==> src/jmbh_pkg.sv <==
// ----------------------------------------------------------------------------
// jmbh_pkg
// Types, constants and mix functions shared by the byte hash modules.
// ----------------------------------------------------------------------------
`default_nettype none

package jmbh_pkg;

    localparam logic [31:0] GOLDEN_RATIO = 32'h9E37_79B9;
    localparam int          QUEUE_DEPTH  = 4;
    localparam int          QPTR_W       = $clog2(QUEUE_DEPTH);

    localparam logic [1:0] LANE_A = 2'd0;
    localparam logic [1:0] LANE_B = 2'd1;
    localparam logic [1:0] LANE_C = 2'd2;

    localparam logic [1:0] ROUND_FIRST = 2'd0;
    localparam logic [1:0] ROUND_LAST  = 2'd2;

    localparam logic [2:0] FULL_WORD_BYTES = 3'd4;

    typedef struct packed {
        logic [31:0] add_val;
        logic [1:0]  add_lane;
        logic        block_mix;
        logic        last;
        logic        start;
        logic [31:0] total;
    } t_op;

    typedef struct packed {
        logic [31:0] a;
        logic [31:0] b;
        logic [31:0] c;
    } t_lanes;

    typedef enum logic [1:0] {
        S_ADD,
        S_MIX,
        S_TOTAL
    } t_bstate;

    function automatic t_lanes mix_rows(t_lanes l, int unsigned sa, int unsigned sb,
                                        int unsigned sc);
        t_lanes r;
        r   = l;
        r.a = (r.a - r.b - r.c) ^ (r.c >> sa);
        r.b = (r.b - r.c - r.a) ^ (r.a << sb);
        r.c = (r.c - r.a - r.b) ^ (r.b >> sc);
        return r;
    endfunction

    function automatic t_lanes mix_round(t_lanes l, logic [1:0] rnd);
        t_lanes r;
        case (rnd)
            2'd0: begin
                r = mix_rows(l, 13, 8, 13);
            end
            2'd1: begin
                r = mix_rows(l, 12, 16, 5);
            end
            default: begin
                r = mix_rows(l, 3, 10, 15);
            end
        endcase
        return r;
    endfunction

endpackage

`default_nettype wire

==> src/jmbh_front.sv <==
// ----------------------------------------------------------------------------
// jmbh_front
// Accepts key words, tracks key position and turns each word into an operation.
// ----------------------------------------------------------------------------
`default_nettype none

module jmbh_front import jmbh_pkg::*; (
    input  wire logic        i_clk,
    input  wire logic        i_rst_n,
    input  wire logic        i_valid,
    input  wire logic [31:0] i_word,
    input  wire logic [2:0]  i_count,
    input  wire logic        i_last,
    output      logic        o_ready,
    input  wire logic        i_q_full,
    output      logic        o_push,
    output      t_op         o_op
);

    logic        r_in_key;
    logic [1:0]  r_word_slot;
    logic [31:0] r_total;
    logic        n_in_key;
    logic [1:0]  n_word_slot;
    logic [31:0] n_total;

    logic [2:0]  count;
    logic        full;
    logic        start;
    logic [1:0]  slot;
    logic [31:0] mask;
    logic [31:0] masked;
    logic [31:0] total;

    assign o_ready = !i_q_full;
    assign o_push  = i_valid && !i_q_full;

    always_comb begin
        count = (!i_last || i_count > FULL_WORD_BYTES) ? FULL_WORD_BYTES : i_count;
        full  = (count == FULL_WORD_BYTES);
        start = !r_in_key;
        slot  = start ? LANE_A : r_word_slot;
        total = (start ? 32'd0 : r_total) + {29'd0, count};
        case (count)
            3'd0:    mask = 32'h0000_0000;
            3'd1:    mask = 32'h0000_00FF;
            3'd2:    mask = 32'h0000_FFFF;
            3'd3:    mask = 32'h00FF_FFFF;
            default: mask = 32'hFFFF_FFFF;
        endcase
        masked = i_word & mask;

        o_op.add_lane  = slot;
        o_op.add_val   = (slot == LANE_C && !full) ? {masked[23:0], 8'h00} : masked;
        o_op.block_mix = full && (slot == LANE_C);
        o_op.last      = i_last;
        o_op.start     = start;
        o_op.total     = total;

        n_in_key    = !i_last;
        n_word_slot = (i_last || slot == LANE_C) ? LANE_A : slot + 2'd1;
        n_total     = i_last ? 32'd0 : total;
    end

    always_ff @(posedge i_clk) begin
        if (!i_rst_n) begin
            r_in_key    <= 1'b0;
            r_word_slot <= LANE_A;
            r_total     <= 32'd0;
        end else if (o_push) begin
            r_in_key    <= n_in_key;
            r_word_slot <= n_word_slot;
            r_total     <= n_total;
        end
    end

endmodule

`default_nettype wire

==> src/jmbh_queue.sv <==
// ----------------------------------------------------------------------------
// jmbh_queue
// Short first-in first-out queue of operations between front and back.
// ----------------------------------------------------------------------------
`default_nettype none

module jmbh_queue import jmbh_pkg::*; (
    input  wire logic i_clk,
    input  wire logic i_rst_n,
    input  wire logic i_push,
    input  wire t_op  i_op,
    output      logic o_full,
    input  wire logic i_pop,
    output      logic o_valid,
    output      t_op  o_op
);

    t_op                r_mem [QUEUE_DEPTH];
    logic [QPTR_W-1:0]  r_wr_ptr;
    logic [QPTR_W-1:0]  r_rd_ptr;
    logic [QPTR_W:0]    r_count;
    logic               push;
    logic               pop;

    assign o_full  = (r_count == (QPTR_W + 1)'(QUEUE_DEPTH));
    assign o_valid = (r_count != '0);
    assign o_op    = r_mem[r_rd_ptr];
    assign push    = i_push && !o_full;
    assign pop     = i_pop && o_valid;

    always_ff @(posedge i_clk) begin
        if (push) begin
            r_mem[r_wr_ptr] <= i_op;
        end
    end

    always_ff @(posedge i_clk) begin
        if (!i_rst_n) begin
            r_wr_ptr <= '0;
            r_rd_ptr <= '0;
            r_count  <= '0;
        end else begin
            if (push) begin
                r_wr_ptr <= r_wr_ptr + 1'b1;
            end
            if (pop) begin
                r_rd_ptr <= r_rd_ptr + 1'b1;
            end
            if (push && !pop) begin
                r_count <= r_count + 1'b1;
            end else if (pop && !push) begin
                r_count <= r_count - 1'b1;
            end
        end
    end

endmodule

`default_nettype wire

==> src/jmbh_back.sv <==
// ----------------------------------------------------------------------------
// jmbh_back
// Holds the three lanes, applies each operation and runs the mix in rounds.
// ----------------------------------------------------------------------------
`default_nettype none

module jmbh_back import jmbh_pkg::*; (
    input  wire logic        i_clk,
    input  wire logic        i_rst_n,
    input  wire logic [31:0] i_seed,
    input  wire logic        i_op_valid,
    input  wire t_op         i_op,
    output      logic        o_pop,
    output      logic        o_valid,
    output      logic [31:0] o_hash,
    input  wire logic        i_ready
);

    t_bstate     r_state;
    t_bstate     n_state;
    t_lanes      r_lanes;
    t_lanes      n_lanes;
    logic [1:0]  r_round;
    logic [1:0]  n_round;
    logic        r_final;
    logic        n_final;
    t_op         r_op;
    t_op         n_op;
    logic        r_out_valid;
    logic [31:0] r_hash;

    t_lanes      base;
    t_lanes      mixed;
    logic        out_free;
    logic        round_end;
    logic        stall;
    logic        load_out;

    assign out_free  = !r_out_valid || i_ready;
    assign round_end = (r_round == ROUND_LAST);
    assign stall     = r_final && round_end && !out_free;
    assign mixed     = mix_round(r_lanes, r_round);
    assign o_valid   = r_out_valid;
    assign o_hash    = r_hash;

    always_comb begin
        n_state = r_state;
        case (r_state)
            S_ADD: begin
                if (i_op_valid && (i_op.block_mix || i_op.last)) begin
                    n_state = S_MIX;
                end
            end
            S_MIX: begin
                if (round_end && !stall) begin
                    n_state = (!r_final && r_op.last) ? S_TOTAL : S_ADD;
                end
            end
            S_TOTAL: begin
                n_state = S_MIX;
            end
            default: begin
                n_state = S_ADD;
            end
        endcase
    end

    always_comb begin
        n_lanes  = r_lanes;
        n_round  = r_round;
        n_final  = r_final;
        n_op     = r_op;
        o_pop    = 1'b0;
        load_out = 1'b0;
        base     = i_op.start ? t_lanes'{a: GOLDEN_RATIO, b: GOLDEN_RATIO, c: i_seed}
                              : r_lanes;
        case (r_state)
            S_ADD: begin
                o_pop = i_op_valid;
                if (i_op_valid) begin
                    n_lanes = base;
                    case (i_op.add_lane)
                        LANE_A:  n_lanes.a = base.a + i_op.add_val;
                        LANE_B:  n_lanes.b = base.b + i_op.add_val;
                        default: n_lanes.c = base.c + i_op.add_val;
                    endcase
                    if (i_op.last && !i_op.block_mix) begin
                        n_lanes.c = n_lanes.c + i_op.total;
                    end
                    n_op    = i_op;
                    n_round = ROUND_FIRST;
                    n_final = !i_op.block_mix;
                end
            end
            S_MIX: begin
                if (!stall) begin
                    n_lanes  = mixed;
                    n_round  = round_end ? ROUND_FIRST : r_round + 2'd1;
                    load_out = r_final && round_end;
                end
            end
            S_TOTAL: begin
                n_lanes.c = r_lanes.c + r_op.total;
                n_final   = 1'b1;
                n_round   = ROUND_FIRST;
            end
            default: begin
                n_round = ROUND_FIRST;
            end
        endcase
    end

    always_ff @(posedge i_clk) begin
        r_lanes <= n_lanes;
        r_op    <= n_op;
        if (load_out) begin
            r_hash <= mixed.c;
        end
    end

    always_ff @(posedge i_clk) begin
        if (!i_rst_n) begin
            r_state     <= S_ADD;
            r_round     <= ROUND_FIRST;
            r_final     <= 1'b0;
            r_out_valid <= 1'b0;
        end else begin
            r_state <= n_state;
            r_round <= n_round;
            r_final <= n_final;
            if (load_out) begin
                r_out_valid <= 1'b1;
            end else if (i_ready) begin
                r_out_valid <= 1'b0;
            end
        end
    end

endmodule

`default_nettype wire

==> src/jenkins_mix_byte_hash.sv <==
// ----------------------------------------------------------------------------
// jenkins_mix_byte_hash
// Lookup2 32-bit hash over keys delivered as little-endian words.
// ----------------------------------------------------------------------------
// Channel   Direction  Transaction
// s_axis    in         one key word; tlast marks the final word of the key
// m_axis    out        one 32-bit hash for each completed key
// seed      in         write of the seed that lane c starts from for each key
//
// In the back end a word that does not close a 12-byte block is only added;
// a word that closes a block is added and then mixed in three rounds. The
// final word is added and mixed in three rounds too, then, if it closed a
// block, the total is added and three more rounds follow. A mix round is
// three dependent rows of subtract and xor. Reset is synchronous and active
// low; a four-entry queue lets the input run ahead, and a stalled output holds only the final mix round.
// ----------------------------------------------------------------------------
`default_nettype none

module jenkins_mix_byte_hash import jmbh_pkg::*; (
    input  wire logic        i_clk,
    input  wire logic        i_rst_n,
    input  wire logic        i_seed_we,
    input  wire logic [31:0] i_seed,
    input  wire logic        s_axis_tvalid,
    output      logic        s_axis_tready,
    // Fields from bit 0: data_word[31:0], bytes_valid[34:32], zero fill.
    input  wire logic [39:0] s_axis_tdata,
    input  wire logic        s_axis_tlast,
    output      logic        m_axis_tvalid,
    input  wire logic        m_axis_tready,
    // Fields from bit 0: hash_value[31:0].
    output      logic [31:0] m_axis_tdata
);

    logic [31:0] r_seed;
    logic        push;
    logic        q_full;
    logic        q_valid;
    logic        pop;
    t_op         front_op;
    t_op         q_op;

    always_ff @(posedge i_clk) begin
        if (!i_rst_n) begin
            r_seed <= 32'd0;
        end else if (i_seed_we) begin
            r_seed <= i_seed;
        end
    end

    jmbh_front u_front (
        .i_clk    (i_clk),
        .i_rst_n  (i_rst_n),
        .i_valid  (s_axis_tvalid),
        .i_word   (s_axis_tdata[31:0]),
        .i_count  (s_axis_tdata[34:32]),
        .i_last   (s_axis_tlast),
        .o_ready  (s_axis_tready),
        .i_q_full (q_full),
        .o_push   (push),
        .o_op     (front_op)
    );

    jmbh_queue u_queue (
        .i_clk   (i_clk),
        .i_rst_n (i_rst_n),
        .i_push  (push),
        .i_op    (front_op),
        .o_full  (q_full),
        .i_pop   (pop),
        .o_valid (q_valid),
        .o_op    (q_op)
    );

    jmbh_back u_back (
        .i_clk      (i_clk),
        .i_rst_n    (i_rst_n),
        .i_seed     (r_seed),
        .i_op_valid (q_valid),
        .i_op       (q_op),
        .o_pop      (pop),
        .o_valid    (m_axis_tvalid),
        .o_hash     (m_axis_tdata),
        .i_ready    (m_axis_tready)
    );

endmodule

`default_nettype wire
==> config.mk <==
export PLATFORM = sky130hd
export DESIGN_NAME = jenkins_mix_byte_hash
export DESIGN_NICKNAME = d
export VERILOG_FILES = /design/src/jmbh_pkg.sv /design/src/jmbh_front.sv /design/src/jmbh_queue.sv /design/src/jmbh_back.sv /design/src/jenkins_mix_byte_hash.sv
export SDC_FILE = /design/constraint.sdc
export NUM_CORES = 2
export LEC_CHECK = 0
export ABC_CLOCK_PERIOD_IN_PS = 8000
export CORE_ASPECT_RATIO = 0.9
export CORE_UTILIZATION = 45
export DETAILED_ROUTE_END_ITERATION = 10
export DONT_BUFFER_PORTS = 1
export GPL_TIMING_DRIVEN = 0
export SETUP_SLACK_MARGIN = 0.1
export SYNTH_ARGS = -nofsm -noshare
export SYNTH_HDL_FRONTEND = slang
export SYNTH_SLANG_ARGS = --single-unit
==> constraint.sdc <==
create_clock -name i_clk -period 8 [get_ports i_clk]
set_clock_uncertainty 0.1 [all_clocks]
set_input_delay 1.6 -clock i_clk [delete_from_list [all_inputs] [get_ports i_clk]]
set_output_delay 1.6 -clock i_clk [all_outputs]
set_load 0.05 [all_outputs]
After elaboration in Yosys (flattened, before gate mapping)
Memories as Yosys holds them, arrays and structs flattened. A register that Yosys moved wholly into a read port is not among the register bits.
Cells that the tools add are included.

word-level totals
  input bits = 78
  flip-flop bits (word level) = 241
  memories = 1
  output and inout bits = 34
  RAM bits = 276
  logic and storage cells = 153

operators by class
  magnitude comparators = 1
  eq/ne operators = 15
  multiplexer cells = 40
  bitwise gates (word level) = 10
  add/subtract/negate cells = 24
  reductions and logical operators = 45

memory list
  name           depth  bits a word  read ports  clocked after memory_dff  write ports  line              RTL
  u_queue.r_mem  4      69           1           1                         1            jmbh_queue.sv:18  t_op r_mem [QUEUE_DEPTH];

operators with widths
  cell                   number
  $sub A32 B32 Y32       12
  $mux W32               9
  $mux W96               3
  $pmux W96 S2           1
  $add A32 B32 Y32       5
  $pmux W32 S4           1
  $pmux W64 S2           1
  $pmux W32 S3           1
  $xor A32 B32 Y32       3
  $xor A32 B19 Y32       2
  $add A32 B3 Y32        1
  $and A32 B32 Y32       1
  $xor A32 B17 Y32       1
  $xor A32 B20 Y32       1
  $xor A32 B27 Y32       1
  $xor A32 B29 Y32       1
  $mux W2                10
  $logic_and A1 B1 Y1    13
  $logic_not A1 Y1       11
  $mux W3                3
  $add A2 B1 Y2 const B  4
  $mux W1                8
  $reduce_and A2 Y1      4
  $reduce_bool A2 Y1     4
  19 further kinds       34

Depth between registers and ports, before layout
  depth in word-level cells = 10
  gate-level depth with buffers = 39
  depth with buffers taken out = 39

By module
From an unflattened synthesis, not the netlist that was laid out.

unflattened totals
  cell total of the unflattened synthesis = 5305
  area total of the unflattened synthesis = 49934.1 µm²

by module, submodules not included
  module                 area each (µm²)  cells an instance  seq. area each (µm²)  times used
  jmbh_back              35308.9          4402               4954.8                1
  jmbh_queue             10437.5          409                8468.1                1
  jmbh_front             2944.1           391                700.7                 1
  jenkins_mix_byte_hash  1243.7           103                640.6                 1

Worst setup path after synthesis
OpenSTA, ideal clock, no wires.

  kind = register -> register
  from = register u_back.r_lanes[2] (netlist bit)
  to = register u_back.r_lanes[31] (netlist bit), data pin
  clock period less this slack = 8.397 ns
  path slack = -0.397 ns
  buffers on the path = 0
  stages on the path, launching flop included = 37
  data arrival time = 8.035 ns
  setup time = 0.262 ns
  cells stage by stage = edfxtp_1 > inv_1 > fa_1 > ha_1 > a21oi_1 > nand2_1 > a21o_1 > a21oi_1 > xnor2_1 > xnor2_1 > ha_1 > o21a_1 > o22a_1 > a31oi_1 > maj3_2 > maj3_2 > a211o_1 > maj3_1 > maj3_1 > xor2_1 > xnor2_1 > ha_1 > a21o_1 > ha_1 > nor4_1 > nand2_1 > and3_1 > nand2_1 > o221ai_1 > a21o_1 > a21o_1 > a31oi_1 > o21ai_0 > xnor2_1 > xnor2_2 > o2111a_1 > a2bb2oi_2

RTL lines
  what                    line              RTL
  start, declared         jmbh_back.sv:21   t_lanes r_lanes;
  start signal, assigned  jmbh_back.sv:114  r_lanes <= n_lanes;

==> flow_summary.toml <==
[outcome]
outcome = "finished, violations left"
violations = "max-capacitance violations, max-slew violations, negative setup slack"

[global_route]
grt_usage_pct = 37.6
grt_pass1_vias = 41200
grt_pass1_wl_um = 294000
antenna_found_initial = 14
grt_max_degree = 42
grt_overflow_total = 0

[detailed_routing]
routed_wl_um = 213000
ant_nets = 0
route.detailed.drc = 0
routed_via_density = 6.28
drt_iter0_drc = 5112
wl_per_cell_um = 30.5
vias = 43900
first_pass_iters = 10

[critical_path]
slowest_delay_ns = 0.53
crit_path_end = "u_back.r_lanes[31]$_DFFE_PP_"
r2r_cells = 38
crit_family = "compound AO/OA/AOI/OAI gates"
critPathSlowestCell = "fa_1"
cp_max_fo = 5
crit_type = "flop to flop"
r2r_end = "u_back.r_lanes[31]$_DFFE_PP_"
crit_arrival_ns = 9.41
cp_num_buf_inv = 6
crit_top_cell = "buf_4"
cp.depth = 38
critPathCaptureType = "flop"
cp.required_ns = 8.41
reg2reg_from = "u_back.r_lanes[2]$_DFFE_PP_"
start_kind = "flop"
critPathLaunch = "u_back.r_lanes[2]$_DFFE_PP_"
r2r_slack_ns = -1.01

[finish]
nets = 6107
layout_common_cells = "437 x edfxtp_1, 402 x ha_1, 362 x nor2_1, 350 x nand2_1, 345 x a21oi_1"
multiInputGateArea_mm2 = 0.0361
fin_util_pct = 54.8
n_fill_cell = 9690
layout_commonest_cell = "edfxtp_1"
drive_gt1_share_pct = 18.5
seq_area_mm2 = 0.0148
area_growth_pct = 20.2

[logic_synthesis]
synthArstFlopShare_pct = 0
synth.ff_latch_count = 519
syn-instance-count = 5157
synth_edf_count = 437
synth_top_area_share_pct = 26.7
synth_area_mm2 = 0.0491
ys_types = 124
ys_seq_area_share_pct = 30.1
synthFlopType = "edfxtp_1"
syn_avg_cell_area_um2 = 9.51
synthTopCellsByArea = "edfxtp_1 27%, ha_1 12%, xnor2_1 7.4%"
synth_top_area_cell = "edfxtp_1"
yosysWarnings = 0
syn_nets = 5779

[clock_tree]
clockBufferDepth = 3
cts_root_buf = "clkbuf_16"
clk_latency_ns = 0.68
postCtsHoldBufs = 0
cts.clk_slew.worst_paths_ns = 0.06
cts_max_level = 2
cts.sinks = 519
cts_tree = "done"
cts_buffers = 57

[sta]
drv_slew = 11
fin_ws_ns = -1.01
finalCriticalPeriod_ns = 9.01
setup_viol = 26
tightest_slew_ns = 1.59
fmax_mhz = 111
hold_viol = 0
period_share_pct = 113
relSlewSlack_pct = -6.11
grt_setup_unrepaired = "true"

[die]
die_h_um = 315
placementRows = 114
die_area_mm2 = 0.110
die_w_um = 350
io_pins = 112
coreArea_mm2 = 0.108
initial_core_util_pct = 45.6

[hold_path]
min_path_type = "flop to flop"

[flow_run]
drv_cap = 1

[placement]
gp_congestion = 1.03
hpwl_um = 164000
portBuffers = 0
==> cell usage after synthesis, types with 60 or more instances <==
cell type	number
a21oi_1	396
nand2_1	357
inv_1	267
nand3_1	92
o21ai_0	285
nor3_1	72
xor2_1	173
ha_1	452
xnor2_1	416
edfxtp_1	437
a21o_1	150
mux2i_1	65
o21a_1	60
fa_1	92
nor2_1	373
clkbuf_1	127
mux4_2	67
o21bai_1	74
dfxtp_1	82
nor2b_1	111
nand2b_1	82
a211oi_1	88
==> flip-flops by register name, summed over array words and instances, names as in the netlist, named ones only <==
signal and flops:
r_seed 32, u_back.o_hash 32, u_back.o_valid 1, u_back.r_final 1, u_back.r_lanes 96, u_back.r_op 33, u_back.r_round 2, u_back.r_state 2
u_front.r_in_key 1, u_front.r_total 32, u_front.r_word_slot 2, u_queue.r_count 3, u_queue.r_mem 276, u_queue.r_rd_ptr 2, u_queue.r_wr_ptr 2
==> logic make-up after synthesis <==
kind of cell / count (synthesis) / share of synthesized area [%]
mux: 148 / 4.78
flops: 519 / 30.1
compound gates: 1495 / 20.4
xor+xnor: 624 / 11.9
simple gates: 1347 / 13.3
buf+inv: 461 / 3.85
fa+ha+maj: 563 / 15.7
==> routing by layer <==
metal / vias to the layer above / track usage, % / wire length (um)
met5: - / 0 / 65
met4: 4 / 26.3 / 17800
met3: 634 / 9.23 / 21700
met2: 2222 / 56.5 / 90700
met1: 21400 / 47.3 / 82700
li1: 19600 / - / -
==> final cells by class <==
class	instances	share of cell area, %
buffer	179	1.53
multi-input combinational	4177	61.2
tap	1450	3.08
sequential	519	25.0
clock buffer	74	2.67
timing repair buffer	276	4.04
clock inverter	33	0.584
antenna	2	0.00849
inverter	275	1.87
==> tightest hold or removal path: stages, from the launching register on <==
cell and delay (ns):
dfxtp_1 0.31, inv_1 0.06, a21oi_1 0.05
==> metrics by stage <==
stage	setup slack, ns	cells	instance area [um2]	hold WS [ns]	TNS, ns
2_1_floorplan	0.105	5157	49400	0.336	0
3_3_place_gp	-3.72	6607	51200	0.345	-92.81
3_5_place_dp	-3.21	6616	51400	0.360	-87.81
4_1_cts	-0.840	6910	57600	0.367	-5.89
5_1_grt	-1.21	6984	59000	0.384	-15.11
6_report	-1.01	6985	59000	0.369	-10.24
==> worst min-delay path by stage <==
stage | start | to | slack, ns | cells after the start
floorplan | u_back.r_final$_SDFFE_PN0P_ | u_back.r_final$_SDFFE_PN0P_ | 0.34 | 2
detailed placement | u_back.r_final$_SDFFE_PN0P_ | u_back.r_final$_SDFFE_PN0P_ | 0.36 | 2
global placement | u_front.r_total[0]$_SDFFE_PN0P_ | u_front.r_total[0]$_SDFFE_PN0P_ | 0.35 | 2
CTS | u_back.r_final$_SDFFE_PN0P_ | u_back.r_final$_SDFFE_PN0P_ | 0.37 | 2
finish | u_back.r_final$_SDFFE_PN0P_ | u_back.r_final$_SDFFE_PN0P_ | 0.37 | 2
global route | u_front.r_total[0]$_SDFFE_PN0P_ | u_front.r_total[0]$_SDFFE_PN0P_ | 0.38 | 2
==> timing repair <==
item                       CTS  global route
buffers inserted           194            74
gates resized for setup    456           154
pin swaps                  153            97
setup endpoints to repair   70            43
Power is left out: the tool's default activity adds up to more than one toggle a clock period on the data nets, which glitch-free logic cannot reach.
